`config.mk`:
```
export PLATFORM = sky130hd
export DESIGN_NAME = salc_front
export DESIGN_NICKNAME = d
export VERILOG_FILES = /design/src/rtl/salc_pkg.sv /design/src/rtl/salc_front.sv
export SDC_FILE = /design/constraint.sdc
export NUM_CORES = 1
export LEC_CHECK = 0
export BUFFER_PORTS_ARGS = -buffer_cell sky130_fd_sc_hd__buf_2
export CAP_MARGIN = 20
export CORE_MARGIN = 4
export CORE_UTILIZATION = 39
export CTS_BUF_LIST = sky130_fd_sc_hd__clkbuf_4 sky130_fd_sc_hd__clkbuf_8
export DETAILED_ROUTE_END_ITERATION = 10
export PLACE_DENSITY = 0.66
export SLEW_MARGIN = 40
export SYNTH_ARGS = -nofsm -noshare
export SYNTH_HDL_FRONTEND = slang
export SYNTH_SLANG_ARGS = --single-unit
```
`constraint.sdc`:
```
create_clock -name clock -period 10.4 [get_ports clock]
set_input_delay 2.08 -clock clock [delete_from_list [all_inputs] [get_ports clock]]
set_output_delay 2.08 -clock clock [all_outputs]
set_load 0.01 [all_outputs]
```
`src/rtl/salc_pkg.sv`:
```
`timescale 1ns / 1ps
// salc_pkg: shared constants, command and register codes and types for the
// set-associative lru cache model. no dependencies.
package salc_pkg;

   localparam int DEF_MAX_SET_BITS = 5;
   localparam int DEF_MAX_WAYS     = 8;

   localparam int ADDR_W     = 64;
   localparam int CMD_W      = 2;
   localparam int TOTAL_W    = 32;
   localparam int RSP_DATA_W = 104;
   localparam int RSP_PAD_W  = 4;
   localparam int CSR_ADDR_W = 4;
   localparam int CSR_DATA_W = 32;

   // access commands
   localparam logic [CMD_W-1:0] CMD_LOAD   = 2'd0;
   localparam logic [CMD_W-1:0] CMD_STORE  = 2'd1;
   localparam logic [CMD_W-1:0] CMD_MODIFY = 2'd2;
   localparam logic [CMD_W-1:0] CMD_IGNORE = 2'd3;

   // register indexes (byte address / 4)
   localparam logic [1:0] CSR_SET_BITS   = 2'd0;
   localparam logic [1:0] CSR_BLOCK_BITS = 2'd1;
   localparam logic [1:0] CSR_WAYS       = 2'd2;

   typedef struct packed {
      logic [2:0] set_bits;
      logic [5:0] block_bits;
      logic [3:0] ways;
   } cfg_type;

   typedef struct packed {
      logic access;
      logic modify;
   } job_ctrl_type;

   typedef enum logic {
      BK_IDLE,
      BK_LOOKUP
   } back_state_type;

endpackage

```
`src/rtl/salc_front.sv`:
```
`timescale 1ns / 1ps
// salc_front: takes access items, splits the address into set and tag and
// keeps them in a two-entry queue for the back end. uses salc_pkg.
module salc_front #(
   parameter int MAX_SET_BITS = salc_pkg::DEF_MAX_SET_BITS,
   localparam int SET_W = (MAX_SET_BITS > 0) ? MAX_SET_BITS : 1
) (
   input  logic                          clock,
   input  logic                          reset,
   input  salc_pkg::cfg_type             cfg,
   input  logic                          req_tvalid,
   output logic                          req_tready,
   input  logic [salc_pkg::ADDR_W-1:0]   req_tdata,  // address
   input  logic [salc_pkg::CMD_W-1:0]    req_tuser,  // cmd
   output logic                          q_valid,
   input  logic                          q_pop,
   output salc_pkg::job_ctrl_type        q_ctrl,
   output logic [SET_W-1:0]              q_set,
   output logic [salc_pkg::ADDR_W-1:0]   q_tag
);
   import salc_pkg::*;

   localparam int QD = 2;

   job_ctrl_type      ctrl_ff [QD];
   logic [SET_W-1:0]  set_ff  [QD];
   logic [ADDR_W-1:0] tag_ff  [QD];
   logic              wr_ptr_ff, wr_ptr_in;
   logic              rd_ptr_ff, rd_ptr_in;
   logic [1:0]        count_ff, count_in;

   logic              push;
   logic [2:0]        sb_act;
   logic [ADDR_W-1:0] shifted;
   logic [ADDR_W-1:0] set_mask;
   logic [ADDR_W-1:0] set_full;
   logic [6:0]        tag_shamt;
   logic [ADDR_W-1:0] tag_val;
   job_ctrl_type      ctrl_val;

   // address split
   always_comb begin
      if (int'(cfg.set_bits) > MAX_SET_BITS) begin
         sb_act = 3'(MAX_SET_BITS);
      end else begin
         sb_act = cfg.set_bits;
      end
      shifted   = req_tdata >> cfg.block_bits;
      set_mask  = (ADDR_W'(1) << sb_act) - ADDR_W'(1);
      set_full  = shifted & set_mask;
      tag_shamt = 7'(cfg.block_bits) + 7'(sb_act);
      // offset plus index reaching 64 leaves no tag bits
      if (tag_shamt[6]) begin
         tag_val = '0;
      end else begin
         tag_val = req_tdata >> tag_shamt[5:0];
      end
      ctrl_val.access = (req_tuser != CMD_IGNORE);
      ctrl_val.modify = (req_tuser == CMD_MODIFY);
   end

   assign req_tready = (count_ff != 2'd2);
   assign push       = req_tvalid && req_tready;
   assign q_valid    = (count_ff != 2'd0);
   assign q_ctrl     = ctrl_ff[rd_ptr_ff];
   assign q_set      = set_ff[rd_ptr_ff];
   assign q_tag      = tag_ff[rd_ptr_ff];

   always_comb begin
      wr_ptr_in = push ? ~wr_ptr_ff : wr_ptr_ff;
      rd_ptr_in = q_pop ? ~rd_ptr_ff : rd_ptr_ff;
      count_in  = count_ff + 2'(push) - 2'(q_pop);
   end

   always_ff @(posedge clock) begin
      if (reset) begin
         wr_ptr_ff <= 1'b0;
         rd_ptr_ff <= 1'b0;
         count_ff  <= 2'd0;
      end else begin
         wr_ptr_ff <= wr_ptr_in;
         rd_ptr_ff <= rd_ptr_in;
         count_ff  <= count_in;
      end
   end

   always_ff @(posedge clock) begin
      if (push) begin
         ctrl_ff[wr_ptr_ff] <= ctrl_val;
         set_ff[wr_ptr_ff]  <= set_full[SET_W-1:0];
         tag_ff[wr_ptr_ff]  <= tag_val;
      end
   end

endmodule

```
==> metrics.md <==
| Metric | Value |
|---|---|
| Clk slew on worst S/H paths | `0.09 ns` |
| Via count | `between 9000 and 10000` |
| Cts hold-fix bufs | `0` |
| Top_reg_cell synth | `edfxtp_1` |
| PortBufs | `151` |
| Kind of critical path | `input port to flip-flop` |
| Crit path depth | `11` |
| Global Route Usage Sum | `0.215` |
| Outcome | `finished, final reports clean` |
| PwrDens | `167 nW/um^2` |
| DR pass1 iterations | `5` |
| Cell internal pwr | `1.38 mW` |
| Clock latency on the worst-skew pair | `about 0.46 ns` |
| Cell variety after synth | `69` |
| Clk sinks | `147` |
| Fin worst setup slack | `4.91 ns` |
| CP arrival | `5.65 ns` |
| Post-synth ARST share | `0` |
| Gpl congestion | `0.942` |
| Commonest non-fill, non-tap cells in the layout | `buf_2, edfxtp_1, nand2_1` |
| DP HPWL | `roughly 27 mm` |
| Hold Crit Depth | `2` |
| CP Cell Sequence | `buf_2, buf_6, ha_4, fa_2, buf_6, mux4_2, and2_1, or2_0, mux2_2, mux2i_1, o221ai_1` |
| DR WL/cell | `24.1 microns` |
| Clock power share | `0.189` |
| Max stage delay on crit path | `approximately 0.53 ns` |
| EDFF count, synth | `142` |
| DRT antenna net count | `0` |
| CTS max path bufs | `2` |
| Leak | `4.84 nW` |
| # diodes | `0` |
| Period utilization | `0.528` |
| Setup Fix Bufs, Post-CTS | `0` |
| Vias in the first global route | `approximately 9200` |
| NumNets Final | `1199` |
| First-pass GRT wire length | `55.1 mm` |
| Post-placement cell area | `12900 sq um` |
| Placed insts | `1480` |
| Largest net degree at the start of global routing | `between 70 and 80` |
| Commonest non-fill, non-tap cell in the layout | `buf_2` |
| FMAX | `182 MHz` |
| Share of cells above drive strength 1 | `0.385` |
| Initial core utilization | `0.397` |
| Slew @ Worst Pin | `0.796 ns` |
| # DRC | `0` |
| HP Class | `flip-flop to flip-flop` |
| Core area | `29800 sq um` |
| Fin. Hold Viols | `0` |
| CTS resizes | `0` |
| Synth Cell Area | `approximately 12000 sq um` |
| Setup_tns | `0 ns` |
| RSZ-0062 raised after global routing | `false` |
| Sequential element share of the synthesized area | `0.369` |
| Combinational Power Share | `0.436` |
| CP bufs+invs | `3` |
| Slowest CP cell | `fa_2` |
| Crit Path Max Fanout | `71` |
| Die H | `182 microns` |
| CP required | `10.56 ns` |
| Die area | `33200 sq um` |
| Yosys reg bits | `about 150` |
| Fin crit period | `5.49 ns` |
| Peak VDD IR | `~0.076 mV` |
| Worst-case reg-to-reg path depth | `4` |
| Final Slew Violations | `0` |
| Syn avg cell area | `11.8 sq um` |
| Routed WL | `between 30 and 40 mm` |
| Sw Pwr | `around 0.85 mW` |
| Root buf cell | `clkbuf_8` |
| Clock Skew | `0.0131 ns` |
| CTS tree | `yes` |
| Mapped Nets | `1095` |
| Final setup violation count | `0` |
| CP Capture Type | `flip-flop` |
| Yosys Warn Count | `0` |
| Reg power frac | `0.374` |
| Final Non-Filler Cells | `1512` |
| CTS Buf Count | `17` |
| # rows | `63` |
| Finished layout cell area | `around 13000 sq um` |
| DR iter-0 viols | `approximately 1100` |
| Max-cap viol count | `0` |
| Cell family with the largest share of critical-path delay | `multiplexers` |
| Layout overhead on the synthesized area | `12.5%` |
| Sw frac | `0.383` |
| Gr ovfl total | `0` |
| Fill count | `2766` |
| Num ports | `156` |
| CP most frequent cell | `buf_6` |
| Vias per cell | `between 6 and 7` |
| Antenna violations before repair | `0` |
| Htree depth | `4` |
| Pre-CTS setup slack | `between 4 and 5 ns` |
| Slew headroom | `0.469` |
| Critical path startpoint category | `input port` |
| Die Wd | `182 microns` |
| Final Util | `0.447` |
| Post-Synthesis Cells | `1005` |
-- cells in the mapped netlist (4+ instances only) --
library cell	number	area, sq um
nand2_1	126	473
nand2b_1	4	25.0
and3_1	5	31.3
buf_2	33	165
mux4_2	106	2390
nand4_1	5	31.3
ha_1	6	75.1
a2bb2oi_1	4	35.0
a31oi_1	5	31.3
mux2_2	97	1090
nand3_1	17	85.1
o21ai_0	29	145
clkbuf_1	36	135
a32oi_1	6	52.6
inv_1	6	22.5
a22oi_1	24	180
buf_4	8	60.1
edfxtp_1	142	4260
and2_1	23	144
dfxtp_1	5	100
mux2i_1	61	611
buf_1	6	22.5
a211oi_1	19	143
o22a_1	7	61.3
nor2b_1	8	50.1
nor2_1	73	274
o22ai_1	6	37.5
o211ai_1	23	173
nor3_1	7	35.0
a21oi_1	28	140
o311ai_0	5	43.8
o221ai_1	9	78.8
xnor2_1	6	52.6
-- metal layers --
| layer | up-vias | routed length [microns] | global-route usage |
|---|---|---|---|
| li1 | 4217 | - | - |
| met1 | 4767 | 15700 | 0.319 |
| met2 | 567 | 16400 | 0.325 |
| met3 | 78 | 3200 | 0.0335 |
| met4 | 0 | 1130 | 0.0660 |
| met5 | - | 0 | 0 |
-- flip-flops by register name, summed over array words and instances, names as in the netlist, named ones only --
register and flops:
tag_ff 128, count_ff 2, rd_ptr_ff 1, wr_ptr_ff 1, ctrl_ff 4, set_ff 10
-- path summary, 6_finish.rpt --
check,start,end,slack [ns]
hold reg to reg,rd_ptr_ff,rd_ptr_ff,0.53
setup / recovery,cfg[4],tag_ff[1][3],4.91
hold / removal,rd_ptr_ff,rd_ptr_ff,0.53
setup reg to reg,count_ff[0],tag_ff[0][11],8.68
-- kinds of logic (layout without fill, tap and decap cells) --
family                     count (synthesis)  after routing  share of synthesized area
DFF                                      147            147                      0.369
buffers and inverters                     96            213                     0.0398
muxes                                    267            267                      0.352
adders and majority gates                  7              7                    0.00803
and+or+nand+nor                          279            279                      0.104
AOI/OAI and AO/OA                        200            200                      0.121
xor gates and xnor gates                   9              9                    0.00666
-- power by group through the flow --
stage | registers, mW | logic (mW) | clock network [mW]
floorplan | 0.842 | 0.651 | 0
global placement | 0.850 | 0.936 | 0
detailed placement | 0.849 | 0.961 | 0
CTS | 0.836 | 0.965 | 0.439
global route | 0.846 | 1.04 | 0.464
finish | 0.834 | 0.972 | 0.422
-- area by class of cell --
class                   count  area, sq um  share of cell area
multi-input cells         762         7080               0.532
flip-flops and latches    147         4370               0.328
repair buffers            172          977              0.0734
well taps                 390          488              0.0366
clock buffers              17          234              0.0176
clock inverters            15          134              0.0101
inverters                   9         33.8             0.00254
-- through the flow --
step	total power, mW	hold WS, ns
after floorplan	1.49	0.480
after global placement	1.79	0.492
after detailed placement	1.81	0.510
after CTS	2.24	0.534
after global routing	2.35	0.568
final	2.23	0.526
-- worst reg2reg max path, delay by kind of cell (launching register included) --
family / cells / cell delay [ns]
DFF: 1 / 0.35
and+or+nand+nor: 3 / 0.40
buffers and inverters: 1 / 0.55
Power figures use the tool's default switching activity.
